`src/rtl/core/dsv_pkg.sv`:
```
// ----------------------------------------------------------------------------
// dsv_pkg
// shared types, constants and character classes of the decimal string validator
// ----------------------------------------------------------------------------
package dsv_pkg;

  localparam int VALUE_BITS = 32;
  localparam int MAG_W      = VALUE_BITS;
  localparam int PROD_W     = MAG_W + 4;
  localparam int OUT_W      = 32;

  localparam logic [MAG_W-1:0] NEG_LIMIT = {1'b1, {(MAG_W-1){1'b0}}};
  localparam logic [MAG_W-1:0] POS_LIMIT = NEG_LIMIT - MAG_W'(1);

  localparam logic [7:0] CH_MINUS = 8'h2d;
  localparam logic [7:0] CH_PLUS  = 8'h2b;
  localparam logic [7:0] CH_ZERO  = 8'h30;
  localparam logic [7:0] CH_NINE  = 8'h39;
  localparam logic [7:0] CH_SPACE = 8'h20;
  localparam logic [7:0] CH_TAB   = 8'h09;
  localparam logic [7:0] CH_CR    = 8'h0d;

  typedef enum logic [2:0] {
    PH_LEAD   = 3'd0,
    PH_SIGN   = 3'd1,
    PH_DIGITS = 3'd2,
    PH_TRAIL  = 3'd3,
    PH_BAD    = 3'd4
  } phase_t;

  typedef struct packed {
    logic [7:0] character;
    logic       terminator;
  } item_t;

  typedef struct packed {
    logic             valid_res;
    logic [OUT_W-1:0] value;
  } res_t;

  function automatic logic is_space(input logic [7:0] c);
    return (c == CH_SPACE) || (c inside {[CH_TAB:CH_CR]});
  endfunction

  function automatic logic is_digit(input logic [7:0] c);
    return c inside {[CH_ZERO:CH_NINE]};
  endfunction

endpackage

```
`src/rtl/core/dsv_ifs.sv`:
```
// ----------------------------------------------------------------------------
// dsv_ifs
// valid/ready channels for characters in and results out
// ----------------------------------------------------------------------------
interface dsv_in_if;
  logic       valid;
  logic       ready;
  logic [7:0] character;
  logic       terminator;

  modport source (output valid, output character, output terminator, input ready);
  modport sink   (input valid, input character, input terminator, output ready);
endinterface

interface dsv_out_if;
  logic                      valid;
  logic                      ready;
  logic                      valid_res;
  logic [dsv_pkg::OUT_W-1:0] value;

  modport source (output valid, output valid_res, output value, input ready);
  modport sink   (input valid, input valid_res, input value, output ready);
endinterface

```
`src/rtl/core/dsv_in_reg.sv`:
```
// ----------------------------------------------------------------------------
// dsv_in_reg
// input register, holds one character item until the parser takes it
// ----------------------------------------------------------------------------
module dsv_in_reg (
  input  logic           clk,
  input  logic           rst_n,
  dsv_in_if.sink         in_s,
  input  logic           take,
  output logic           item_valid,
  output dsv_pkg::item_t item
);

  logic           valid_r;
  logic           valid_nxt;
  dsv_pkg::item_t item_r;
  logic           load;

  assign in_s.ready = !valid_r || take;
  assign load       = in_s.valid && in_s.ready;
  assign valid_nxt  = load ? 1'b1 : (take ? 1'b0 : valid_r);

  always_ff @(posedge clk) begin
    if (!rst_n) begin
      valid_r <= 1'b0;
    end else begin
      valid_r <= valid_nxt;
    end
  end

  always_ff @(posedge clk) begin
    if (load) begin
      item_r.character  <= in_s.character;
      item_r.terminator <= in_s.terminator;
    end
  end

  assign item_valid = valid_r;
  assign item       = item_r;

endmodule

```
`src/rtl/core/dsv_parser.sv`:
```
// ----------------------------------------------------------------------------
// dsv_parser
// parse state and per-character update, final check on the terminator
// ----------------------------------------------------------------------------
module dsv_parser (
  input  logic           clk,
  input  logic           rst_n,
  input  logic           take,
  input  dsv_pkg::item_t item,
  output dsv_pkg::res_t  res
);

  dsv_pkg::phase_t            phase_r, phase_nxt;
  logic                       negative_r, negative_nxt;
  logic [dsv_pkg::MAG_W-1:0]  magnitude_r, magnitude_nxt;
  logic                       overflowed_r, overflowed_nxt;

  logic [dsv_pkg::PROD_W-1:0] prod;
  logic [dsv_pkg::PROD_W-1:0] limit_ext;
  logic [3:0]                 digit;
  logic                       add_ovf;
  logic                       ch_space;
  logic                       ch_digit;
  logic                       ok;
  logic [dsv_pkg::MAG_W-1:0]  signed_mag;

  assign ch_space  = dsv_pkg::is_space(item.character);
  assign ch_digit  = dsv_pkg::is_digit(item.character);
  assign digit     = item.character[3:0];
  assign prod      = {1'b0, magnitude_r, 3'b000} + {3'b000, magnitude_r, 1'b0}
                   + dsv_pkg::PROD_W'(digit);
  assign limit_ext = dsv_pkg::PROD_W'(dsv_pkg::NEG_LIMIT);
  assign add_ovf   = prod > limit_ext;

  always_comb begin
    phase_nxt      = phase_r;
    negative_nxt   = negative_r;
    magnitude_nxt  = magnitude_r;
    overflowed_nxt = overflowed_r;
    if (item.terminator) begin
      phase_nxt      = dsv_pkg::PH_LEAD;
      negative_nxt   = 1'b0;
      magnitude_nxt  = '0;
      overflowed_nxt = 1'b0;
    end else begin
      case (phase_r)
        dsv_pkg::PH_LEAD: begin
          if (ch_space) begin
            phase_nxt = dsv_pkg::PH_LEAD;
          end else if (item.character == dsv_pkg::CH_MINUS) begin
            negative_nxt = 1'b1;
            phase_nxt    = dsv_pkg::PH_SIGN;
          end else if (item.character == dsv_pkg::CH_PLUS) begin
            phase_nxt = dsv_pkg::PH_SIGN;
          end else if (ch_digit) begin
            phase_nxt = dsv_pkg::PH_DIGITS;
          end else begin
            phase_nxt = dsv_pkg::PH_BAD;
          end
        end
        dsv_pkg::PH_SIGN: begin
          phase_nxt = ch_digit ? dsv_pkg::PH_DIGITS : dsv_pkg::PH_BAD;
        end
        dsv_pkg::PH_DIGITS: begin
          if (ch_digit) begin
            phase_nxt = dsv_pkg::PH_DIGITS;
          end else if (ch_space) begin
            phase_nxt = dsv_pkg::PH_TRAIL;
          end else begin
            phase_nxt = dsv_pkg::PH_BAD;
          end
        end
        dsv_pkg::PH_TRAIL: begin
          phase_nxt = ch_space ? dsv_pkg::PH_TRAIL : dsv_pkg::PH_BAD;
        end
        default: begin
          phase_nxt = dsv_pkg::PH_BAD;
        end
      endcase
      // digit accumulate, magnitude holds once it would pass the limit
      if (ch_digit && !overflowed_r && (phase_r == dsv_pkg::PH_LEAD ||
          phase_r == dsv_pkg::PH_SIGN || phase_r == dsv_pkg::PH_DIGITS)) begin
        if (add_ovf) begin
          overflowed_nxt = 1'b1;
        end else begin
          magnitude_nxt = prod[dsv_pkg::MAG_W-1:0];
        end
      end
    end
  end

  always_ff @(posedge clk) begin
    if (!rst_n) begin
      phase_r      <= dsv_pkg::PH_LEAD;
      negative_r   <= 1'b0;
      magnitude_r  <= '0;
      overflowed_r <= 1'b0;
    end else if (take) begin
      phase_r      <= phase_nxt;
      negative_r   <= negative_nxt;
      magnitude_r  <= magnitude_nxt;
      overflowed_r <= overflowed_nxt;
    end
  end

  always_comb begin
    ok = ((phase_r == dsv_pkg::PH_DIGITS) || (phase_r == dsv_pkg::PH_TRAIL))
         && !overflowed_r
         && (negative_r ? (magnitude_r <= dsv_pkg::NEG_LIMIT)
                        : (magnitude_r <= dsv_pkg::POS_LIMIT));
    signed_mag    = negative_r ? (dsv_pkg::MAG_W'(0) - magnitude_r) : magnitude_r;
    res.valid_res = ok;
    res.value     = ok ? dsv_pkg::OUT_W'(signed_mag) : '0;
  end

endmodule

```
`src/rtl/core/dsv_out_reg.sv`:
```
// ----------------------------------------------------------------------------
// dsv_out_reg
// result register, holds one result item until the sink takes it
// ----------------------------------------------------------------------------
module dsv_out_reg (
  input  logic          clk,
  input  logic          rst_n,
  input  logic          load,
  input  dsv_pkg::res_t res,
  output logic          free,
  dsv_out_if.source     out_m
);

  logic          valid_r;
  logic          valid_nxt;
  dsv_pkg::res_t res_r;

  assign free      = !valid_r || out_m.ready;
  assign valid_nxt = load ? 1'b1 : (out_m.ready ? 1'b0 : valid_r);

  always_ff @(posedge clk) begin
    if (!rst_n) begin
      valid_r <= 1'b0;
    end else begin
      valid_r <= valid_nxt;
    end
  end

  always_ff @(posedge clk) begin
    if (load) begin
      res_r <= res;
    end
  end

  assign out_m.valid     = valid_r;
  assign out_m.valid_res = res_r.valid_res;
  assign out_m.value     = res_r.value;

endmodule

```
`src/rtl/core/decimal_int32_string_validator.sv`:
```
// ----------------------------------------------------------------------------
// decimal_int32_string_validator
// checks a character stream for a well-formed int32 decimal and returns it
// ----------------------------------------------------------------------------
// channel  direction  payload                  handshake
// in_s     in         character, terminator    valid/ready
// out_m    out        valid_res, value         valid/ready
//
// one item per cycle sustained while no terminator waits; an item passes
// through the input register before the parse state and, on a terminator,
// the result register. a terminator waits in the input register only
// while the result register is full and not being taken; characters never
// wait on the output side. rst_n is synchronous: parse state back to
// leading whitespace, both registers empty.
// ----------------------------------------------------------------------------
module decimal_int32_string_validator (
  input  logic       clk,
  input  logic       rst_n,
  dsv_in_if.sink     in_s,
  dsv_out_if.source  out_m
);

  logic           item_valid;
  dsv_pkg::item_t item;
  dsv_pkg::res_t  res;
  logic           out_free;
  logic           take;

  assign take = item_valid && (!item.terminator || out_free);

  dsv_in_reg u_in (
    .clk        (clk),
    .rst_n      (rst_n),
    .in_s       (in_s),
    .take       (take),
    .item_valid (item_valid),
    .item       (item)
  );

  dsv_parser u_parser (
    .clk   (clk),
    .rst_n (rst_n),
    .take  (take),
    .item  (item),
    .res   (res)
  );

  dsv_out_reg u_out (
    .clk   (clk),
    .rst_n (rst_n),
    .load  (take && item.terminator),
    .res   (res),
    .free  (out_free),
    .out_m (out_m)
  );

endmodule

```
`src/flat_wrapper.sv`:
```
// flat-port wrapper written by rule: the top's interface ports become plain ports
module decimal_int32_string_validator_flat 
  (clk, rst_n, in_s_valid, in_s_character, in_s_terminator, in_s_ready, out_m_valid, out_m_valid_res, out_m_value, out_m_ready);
  dsv_in_if in_s_i ();
  dsv_out_if out_m_i ();
  input  logic clk;
  input  logic rst_n;
  input wire logic [$bits(in_s_i.valid)-1:0] in_s_valid;
  input wire logic [$bits(in_s_i.character)-1:0] in_s_character;
  input wire logic [$bits(in_s_i.terminator)-1:0] in_s_terminator;
  output wire logic [$bits(in_s_i.ready)-1:0] in_s_ready;
  output wire logic [$bits(out_m_i.valid)-1:0] out_m_valid;
  output wire logic [$bits(out_m_i.valid_res)-1:0] out_m_valid_res;
  output wire logic [$bits(out_m_i.value)-1:0] out_m_value;
  input wire logic [$bits(out_m_i.ready)-1:0] out_m_ready;
  assign in_s_i.valid = in_s_valid;
  assign in_s_i.character = in_s_character;
  assign in_s_i.terminator = in_s_terminator;
  assign in_s_ready = in_s_i.ready;
  assign out_m_valid = out_m_i.valid;
  assign out_m_valid_res = out_m_i.valid_res;
  assign out_m_value = out_m_i.value;
  assign out_m_i.ready = out_m_ready;
  decimal_int32_string_validator u_core (.clk(clk), .rst_n(rst_n), .in_s(in_s_i), .out_m(out_m_i));
endmodule
```
`config.mk`:
```
export PLATFORM = sky130hd
export DESIGN_NAME = decimal_int32_string_validator_flat
export DESIGN_NICKNAME = d
export VERILOG_FILES = /design/src/rtl/core/dsv_pkg.sv /design/src/rtl/core/dsv_ifs.sv /design/src/rtl/core/dsv_in_reg.sv /design/src/rtl/core/dsv_parser.sv /design/src/rtl/core/dsv_out_reg.sv /design/src/rtl/core/decimal_int32_string_validator.sv /design/src/flat_wrapper.sv
export SDC_FILE = /design/constraint.sdc
export NUM_CORES = 1
export LEC_CHECK = 0
export ABC_CLOCK_PERIOD_IN_PS = 10400
export BUFFER_PORTS_ARGS = -buffer_cell sky130_fd_sc_hd__buf_2
export CAP_MARGIN = 10
export CORE_MARGIN = 8
export CORE_UTILIZATION = 50
export CTS_BUF_LIST = sky130_fd_sc_hd__clkbuf_4
export CTS_CLUSTER_SIZE = 20
export DETAILED_ROUTE_END_ITERATION = 8
export GPL_ROUTABILITY_DRIVEN = 0
export PLACE_DENSITY = 0.73
export SYNTH_ARGS = -nofsm -noshare
export SYNTH_HDL_FRONTEND = slang
export SYNTH_SLANG_ARGS = --single-unit
```
`constraint.sdc`:
```
create_clock -name clk -period 10.4 [get_ports clk]
set_input_delay 1.04 -clock clk [delete_from_list [all_inputs] [get_ports clk]]
set_output_delay 1.04 -clock clk [all_outputs]
set_load 0.01 [all_outputs]
```
Word level (Yosys, flattened, before mapping)
Cells that the tools add are included.

Input bits: 13. Flip-flop bits (word level): 81. Logic and storage cells: 82.

Reduce and logical (&&, ||, !) cells: 30. Equal/unequal tests: 8. Magnitude comparators: 7. Add/subtract/negate cells: 3. Muxes and demuxes: 24.

Operators with widths (number): 32-bit 2-to-1 mux (4); 35-bit by 33-bit adder with 36-bit output (1); 36-bit by 4-bit adder with 36-bit output (1); 36-bit by 32-bit greater-than comparator with 1-bit output, second input constant (1); 32-bit by 31-bit less-or-equal comparator with 1-bit output, second input constant (1); 32-bit less-or-equal comparator, second input constant (1); 1-bit by 32-bit subtractor with 32-bit output, first input constant (1); 8-bit by 6-bit equality test with 1-bit output, second input constant (3); 3-bit 2-to-1 mux (7); 1-bit 2-to-1 mux (12); 3-bit case mux with 4 select lines (1); 2-bit nonzero test (6); 1-bit logical AND (9); 8-bit by 4-bit greater-or-equal comparator with 1-bit output, second input constant (1); 8-bit by 6-bit greater-or-equal comparator with 1-bit output, second input constant (1); 8-bit by 4-bit less-or-equal comparator with 1-bit output, second input constant (1); 8-bit by 6-bit less-or-equal comparator with 1-bit output, second input constant (1); 1-bit logical OR (7); 3-bit by 2-bit equality test with 1-bit output, second input constant (2); 3-bit AND reduction (2); 1-bit logical NOT (4); 2-bit by 1-bit inequality test with 1-bit output, second input constant (2); 4-bit AND reduction (1); 3-bit by 1-bit equality test with 1-bit output, second input constant (1); 3-bit logical NOT (1).

Longest topological paths before layout
Gate-level depths: netlist of run 1.

Depth after elaboration: 8. Gate-level depth with buffers: 16.

Hierarchy
From an unflattened synthesis of run 1, not the netlist that was laid out.

Cell total of the unflattened synthesis: 780. Area, all modules: 6737.7 µm².

By module, submodules not included: dsv_parser (seq. area each 740.7 µm², cells each 726, instances 1, area an instance 5351.4 µm²); dsv_out_reg (seq. area each 1011.0 µm², cells each 37, instances 1, area an instance 1039.7 µm²); dsv_in_reg (seq. area each 290.3 µm², cells each 14, instances 1, area an instance 327.8 µm²); decimal_int32_string_validator (seq. area each 0.0 µm², cells each 3, instances 1, area an instance 18.8 µm²).

Worst setup path after synthesis of run 1
No wires, ideal clock.

Path type: register -> register. Start: reg u_core.u_parser.magnitude_r[0] (netlist bit). End: reg u_core.u_parser.magnitude_r[0] (netlist bit). Slack: 6.483 ns. Arrival time: 3.801 ns. Library setup time: 0.117 ns. Cell stages (with the launch flop): 16. Period minus slack after synthesis: 3.917 ns. Path buffers: 1. Cells stage by stage: dfxtp_1 -> inv_1 -> fa_1 -> inv_1 -> ha_1 -> a21o_1 -> and4_1 -> o2111ai_1 -> a21oi_1 -> or3_1 -> a221oi_1 -> nor4b_1 -> a31oi_1 -> o21a_1 -> clkbuf_1 -> a22o_1.

Cells in the longest elaborated chain, start to end: 5.

Ends and longest elaborated chain: start, declared (RTL line dsv_parser.sv:15) `logic [dsv_pkg::MAG_W-1:0] magnitude_r, magnitude_nxt;`; start signal, assigned (RTL line dsv_parser.sv:101) `magnitude_r <= magnitude_nxt;`; 35-bit by 33-bit adder with 36-bit output (RTL line dsv_parser.sv:30) `assign prod = {1'b0, magnitude_r, 3'b000} + {3'b000, magnitude_r, 1'b0}`; 36-bit by 4-bit adder with 36-bit output (RTL line dsv_parser.sv:31) `+ dsv_pkg::PROD_W'(digit);`; 36-bit by 32-bit greater-than comparator with 1-bit output (RTL line dsv_parser.sv:33) `assign add_ovf = prod > limit_ext;`; 2-bit by 1-bit inequality test with 1-bit output (no line); 3-bit AND reduction (no line).

No other way between the ends. A chain may end at the register's enable or synchronous reset.

Worst setup path in the final report of run 1
Start: reg u_core.u_parser.magnitude_r[2] (netlist bit). End: reg u_core.u_parser.magnitude_r[7] (netlist bit).

Cells in the longest elaborated chain, start to end: 5. Elaborated cells between the ends (all ways): 8.

Ends and longest elaborated chain (RTL line): 35-bit by 33-bit adder with 36-bit output (*) (dsv_parser.sv:30); 36-bit by 4-bit adder with 36-bit output (*) (dsv_parser.sv:31); 36-bit by 32-bit greater-than comparator with 1-bit output / 32-bit 2-to-1 mux (equally long branches) (dsv_parser.sv:33, dsv_parser.sv:83); 2-bit by 1-bit inequality test with 1-bit output (no line) / 32-bit 2-to-1 mux (equally long branches); 3-bit AND reduction (no line) / 32-bit 2-to-1 mux (equally long branches).

Mark *: on every way between the ends. The rest lies on a longest branch, timed or not. The select of a mux whose other input is x is not followed.

==> results of run 1 <==
[where the power goes]
| group | total, mW | internal (mW) | leakage, nW | switching (mW) |
|---|---|---|---|---|
| Combinational | 0.0192 | 0.00670 | 2.16 | 0.0125 |
| Clock | 0.206 | 0.0990 | 0.0878 | 0.107 |
| Sequential | 0.342 | 0.339 | 0.746 | 0.00321 |
[layout by cell type, fill, tap and decap left out, drive strengths merged, types with 31 or more instances in the layout]
cell / n
nor2: 68
o21ai: 42
xor2: 38
a21oi: 48
ha: 64
edfxtp: 42
a22o: 31
dfxtp: 39
buf: 49
nand2: 49
[layout make-up]
type                    count  area (um2)  area share
multi-input cells         548        3890       0.589
flip-flops and latches     81        2040       0.309
repair buffers             49         250      0.0379
well taps                 147         184      0.0278
clock inverters             6        82.6      0.0125
inverters                  22        82.6      0.0125
clock buffers              10        75.1      0.0114
diodes                      1        2.50    0.000379
[per-stage QoR]
stage               cell area (um2)  std cells  utilization  worst slack [ns]
global route                   6610        864        0.550              5.23
finish                         6610        864        0.550              5.53
CTS                            6610        863        0.550              5.58
floorplan                      6130        675            -              6.48
global placement               6450        847        0.537              5.70
detailed placement             6450        847        0.537              5.65
[state kept, by name (all words and copies together) (netlist names)]
name                          count
u_core.u_out.out_m.valid          1
u_core.u_parser.magnitude_r      32
u_core.u_parser.overflowed_r      1
u_core.u_parser.negative_r        1
u_core.u_out.out_m.valid_res      1
u_core.u_parser.phase_r           3
u_core.u_in.item_valid            1
u_core.u_in.item                  9
u_core.u_out.out_m.value         32
[cells by family after synthesis]
family,count (synthesis),share of synthesized area
AND/OR/NAND/NOR,221,0.189
flip-flops,81,0.333
AO/OA/AOI/OAI,205,0.227
adder cells (fa/ha/maj),66,0.137
XOR/XNOR,55,0.0785
multiplexers,1,0.00163
buffers and inverters,46,0.0339
[worst register-to-register path, stage by stage (launching register included)]
cell and delay [ns]:
dfxtp_1 0.51, inv_1 0.10, fa_1 0.57, inv_1 0.06, ha_1 0.28, a21o_1 0.18, and4_1 0.24, o2111ai_1 0.36
a21oi_1 0.18, or3_1 0.35, a221oi_1 0.30, nor4b_1 0.38, a31oi_1 0.25, o21a_1 0.61, a22o_1 0.40
[per-layer routing]
layer | track usage | vias up
met3 | 0.0302 | 48
met2 | 0.295 | 201
met4 | 0.0798 | 0
li1 | - | 2611
met5 | 0 | -
met1 | 0.238 | 2545
[path summary, 6_finish.rpt]
kind,from,endpoint,slack [ns],depth (start not counted)
worst min-delay path,u_core.u_parser.overflowed_r,u_core.u_parser.overflowed_r,0.48,2
worst max register to register,u_core.u_parser.magnitude_r[2],u_core.u_parser.magnitude_r[7],5.53,14
worst max-delay path,u_core.u_parser.magnitude_r[2],u_core.u_parser.magnitude_r[7],5.53,14
worst min register to register,u_core.u_parser.overflowed_r,u_core.u_parser.overflowed_r,0.48,2
==> results_dict.tcl, run 1 <==
set metrics [dict create \
    grt_util_all_layers 0.183 \
    drive_gt1_frac 0.117 \
    cp_max_fo 31 \
    htree_levels 3 \
    start_util 0.511 \
    dieArea_um2 16100 \
    viasPerCell 6.26 \
    area_delta_synth_final_pct 7.73 \
    met2_length_um 6650 \
    antenna_found_initial 1 \
    arrival_ns 5.22 \
    dr_total_vias 5405 \
    synthDistinctLibCells 65 \
    status "complete, no violations" \
    drtPass1Iterations 5 \
    grt_first_pass_wirelength_um 24100 \
    worst_slew_pin_slew_ns 1.19 \
    cp_slowest_cell "o21a_1" \
    post_cts_buffers 0 \
    ctsHoldBuffers 0 \
    grt_max_degree 35 \
    fin_crit_sh 0.469 \
    synth-edff-count 42 \
    hold_class "flip-flop to flip-flop" \
    ys_seq_area_frac 0.333 \
    finalSetupTns_ns 0 \
    fin_crit_ns 4.87 \
    grt_pass1_vias 4848 \
    slew_headroom 0.208 \
    drt-met1-wl_um 6780 \
    hold_viol_final 0 \
    synthMostInstantiatedCell "ha_1" \
    hpwlAfterDp_um 11800 \
    synth.area.top_cells "edfxtp_1 (21%), ha_1 (13%), dfxtp_1 (13%), xor2_1 (5.4%), a22o_1 (4.4%)" \
    power_density_nw_per_um2 85.9 \
    port-buffer-count 47 \
    start_kind "flip-flop" \
    yosysTopAreaCellShare 0.206 \
    fillers 1072 \
    cp.buffers_inverters 2 \
    cpPeakStageDelay_ns 0.61 \
    cts_sinks 81 \
    synth_top_cell_by_area "edfxtp_1" \
    fin_nets 790 \
    leakagePower_nw 2.99 \
    synthArstFlopShare 0 \
    path_cells "inv_1 > fa_1 > inv_1 > ha_1 > a21o_1 > and4_1 > o2111ai_1 > a21oi_1 > or3_1 > a221oi_1 > nor4b_1 > a31oi_1 > o21a_1 > a22o_1" \
    skew_ns 0.0166 \
    cts_tree "built" \
    top_layer "met4" \
    clk_pin_slew_worst_paths_ns 0.13 \
    netlist_instances 675 \
    drt_iter0_drc 466 \
    ios 48 \
    cts_resized 0 \
    cpMostUsedCell "inv_1" \
    finalSetupViolCount 0 \
    synth-seq-cells 81 \
    cts_made_buffers 9 \
    remaining_drc_errors 0 \
    ant_nets 0 \
    rows 40 \
    yosysWarningCount 0 \
    p_total_uw 567 \
    wl_per_cell_um 17.3 \
    maxCapViolations 0 \
    critPathTopFamily "compound AO/OA/AOI/OAI gates" \
    synth.avg_cell_area_um2 9.09 \
    wirelength_um 14900 \
    ys.flop_type "edfxtp_1" \
    synthesis.nets 754 \
    rsz0062_at_grt "false" \
    met3WireLength_um 1000 \
    worstSetupPathType "flip-flop to flip-flop" \
    cts_buffer_depth 2 \
    required_ns 10.74 \
    synth_common_cells "ha_1 (64), nor2_1 (60), nand2_1 (48)" \
    crit_path_end_kind "flip-flop" \
    root_buffer "clkbuf_4" \
    clk-insertion-delay-late_ns 0.44 \
    synth_area_um2 6130 \
    drv_slew 0 \
    fp.dieW_um 127 \
    fp.coreArea_um2 12000 \
    fmax_mhz 205 \
    dieHeight_um 127 \
    ir_worst_vdd_mv 0.0469 \
    overflow 0 \
    hold_slack_ns 0.477 \
]
Power figures use the tool's default switching activity.
==> inputs of run 2 (changes only) <==
--- a/config.mk
+++ b/config.mk
@@ -5,7 +5,7 @@
 export SDC_FILE = /design/constraint.sdc
 export NUM_CORES = 1
 export LEC_CHECK = 0
-export ABC_CLOCK_PERIOD_IN_PS = 10400
+export ABC_CLOCK_PERIOD_IN_PS = 4500
 export BUFFER_PORTS_ARGS = -buffer_cell sky130_fd_sc_hd__buf_2
 export CAP_MARGIN = 10
 export CORE_MARGIN = 8
==> constraint.sdc (replaced) <==
create_clock -name clk -period 4.5 [get_ports clk]
set_input_delay 0.45 -clock clk [delete_from_list [all_inputs] [get_ports clk]]
set_output_delay 0.45 -clock clk [all_outputs]
set_load 0.01 [all_outputs]
==> results_dict.tcl, run 2 (synthesized netlist as in run 1, its figures left out) <==
set metrics [dict create \
    grt_util_all_layers 0.185 \
    cts_made_buffers 9 \
    clk-insertion-delay-late_ns 0.43 \
    port-buffer-count 47 \
    slew_headroom 0.198 \
    fillers 1086 \
    wirelength_um 15200 \
    cts_buffer_depth 2 \
    viasPerCell 6.11 \
    finalSetupTns_ns 0 \
    reg2reg_depth 13 \
    rsz0062_at_grt "false" \
    cp_max_fo 14 \
    drv_slew 0 \
    required_ns 4.82 \
    dieHeight_um 127 \
    p_switching_uw 286 \
    status "complete, no violations" \
    final_cell_mix "ha_1 (64), nor2_1 (60), nand2_1 (48)" \
    p_total_mw 1.20 \
    final_area_um2 6650 \
    drtPass1Iterations 6 \
    cts_sinks 81 \
    ir_worst_vdd_mv 0.0844 \
    area_delta_synth_final_pct 8.44 \
    fin_crit_sh 0.948 \
    dieArea_um2 16100 \
    min_path_cells 1 \
    crit_path_end_kind "flip-flop" \
    arrival_ns 4.59 \
    drive_gt1_frac 0.130 \
    hpwlAfterDp_um 12100 \
    cts_tree "built" \
    hold_slack_ns 0.177 \
    ant_nets 0 \
    overflow 0 \
    antenna_found_initial 1 \
    placed_area_um2 6500 \
    worstSetupPathType "flip-flop to flip-flop" \
    ctsHoldBuffers 0 \
    fmax_mhz 234 \
    power_density_nw_per_um2 181 \
    share_comb_of_total_power 0.039 \
    remaining_drc_errors 0 \
    leakagePower_nw 3.02 \
    htree_levels 3 \
    grt_first_pass_wirelength_um 24500 \
    root_buffer "clkbuf_4" \
    start_util 0.511 \
    ios 48 \
    internal_power_uw 919 \
    hold_class "input port to flip-flop" \
    start_kind "flip-flop" \
    wl_per_cell_um 17.5 \
    clockPowerShare 0.304 \
    fin_crit_ns 4.26 \
    worst_slew_pin_slew_ns 1.20 \
    multi_input_area_um2 3930 \
    hold_viol_final 0 \
    dr_total_vias 5323 \
    power_frac_seq 0.657 \
    seq_area_um2 2040 \
    skew_ns 0.0261 \
    grt_pass1_vias 5000 \
    fp.dieW_um 127 \
    mostFrequentLayoutCell "ha_1" \
    rows 40 \
    fin_nets 797 \
    fp.coreArea_um2 12000 \
    swShare 0.237 \
    drt_iter0_drc 462 \
    clk_pin_slew_worst_paths_ns 0.14 \
    maxCapViolations 0 \
    grt_max_degree 35 \
    finalSetupViolCount 0 \
]
run 2: layout make-up:
cell class | count | area share
multi-input cells | 548 | 0.591
flip-flops and latches | 81 | 0.307
repair buffers | 56 | 0.0455
well taps | 147 | 0.0276
inverters | 22 | 0.0124
clock buffers | 10 | 0.0113
clock inverters | 6 | 0.00508
diodes | 1 | 0.000376
run 2: worst paths after layout:
kind                                      to  slack (ns)                       startpoint
max          u_core.u_parser.magnitude_r[21]        0.24  u_core.u_parser.magnitude_r[18]
min                      u_core.u_in.item[0]        0.18                  in_s_terminator
max reg2reg  u_core.u_parser.magnitude_r[21]        0.24  u_core.u_parser.magnitude_r[18]
min reg2reg     u_core.u_parser.overflowed_r        0.48     u_core.u_parser.overflowed_r
run 2: per-layer routing:
layer | vias up | GRT usage | part of all wire
li1 | 2633 | - | -
met2 | 168 | 0.297 | 0.45
met3 | 35 | 0.0235 | 0.055
met5 | - | 0 | 0
met4 | 0 | 0.0833 | 0.028
met1 | 2487 | 0.245 | 0.47
run 2: worst max-delay path, stage by stage (launching register included):
cell	delay (ns)
dfxtp_1	0.59
ha_1	0.31
ha_1	0.44
a21oi_1	0.30
o21ai_0	0.18
a21oi_1	0.41
nand4_1	0.36
a41oi_1	0.35
xor2_1	0.17
o21a_1	0.16
nand4_1	0.19
o21a_1	0.27
buf_4	0.19
a22o_1	0.25
run 2: repair_timing:
item / in CTS / in global routing
setup buffers: 0 / 0
setup endpoints to repair: 0 / 32
resized for setup: 0 / 7
run 2: per-stage QoR:
step | util | instances | worst slack (ns)
6_report | 0.554 | 871 | 0.235
5_1_grt | 0.554 | 871 | 0.0180
4_1_cts | 0.550 | 870 | 0.0686
3_5_place_dp | 0.541 | 854 | 0.112
3_3_place_gp | 0.541 | 854 | 0.175
2_1_floorplan | - | 675 | 0.583
run 2: power by group through the flow:
stage / logic, mW / registers (mW) / clock network [mW]
global route: 0.0523 / 0.794 / 0.400
global placement: 0.0455 / 0.808 / 0
CTS: 0.0468 / 0.792 / 0.376
detailed placement: 0.0467 / 0.808 / 0
floorplan: 0.0268 / 0.809 / 0
finish: 0.0466 / 0.792 / 0.366
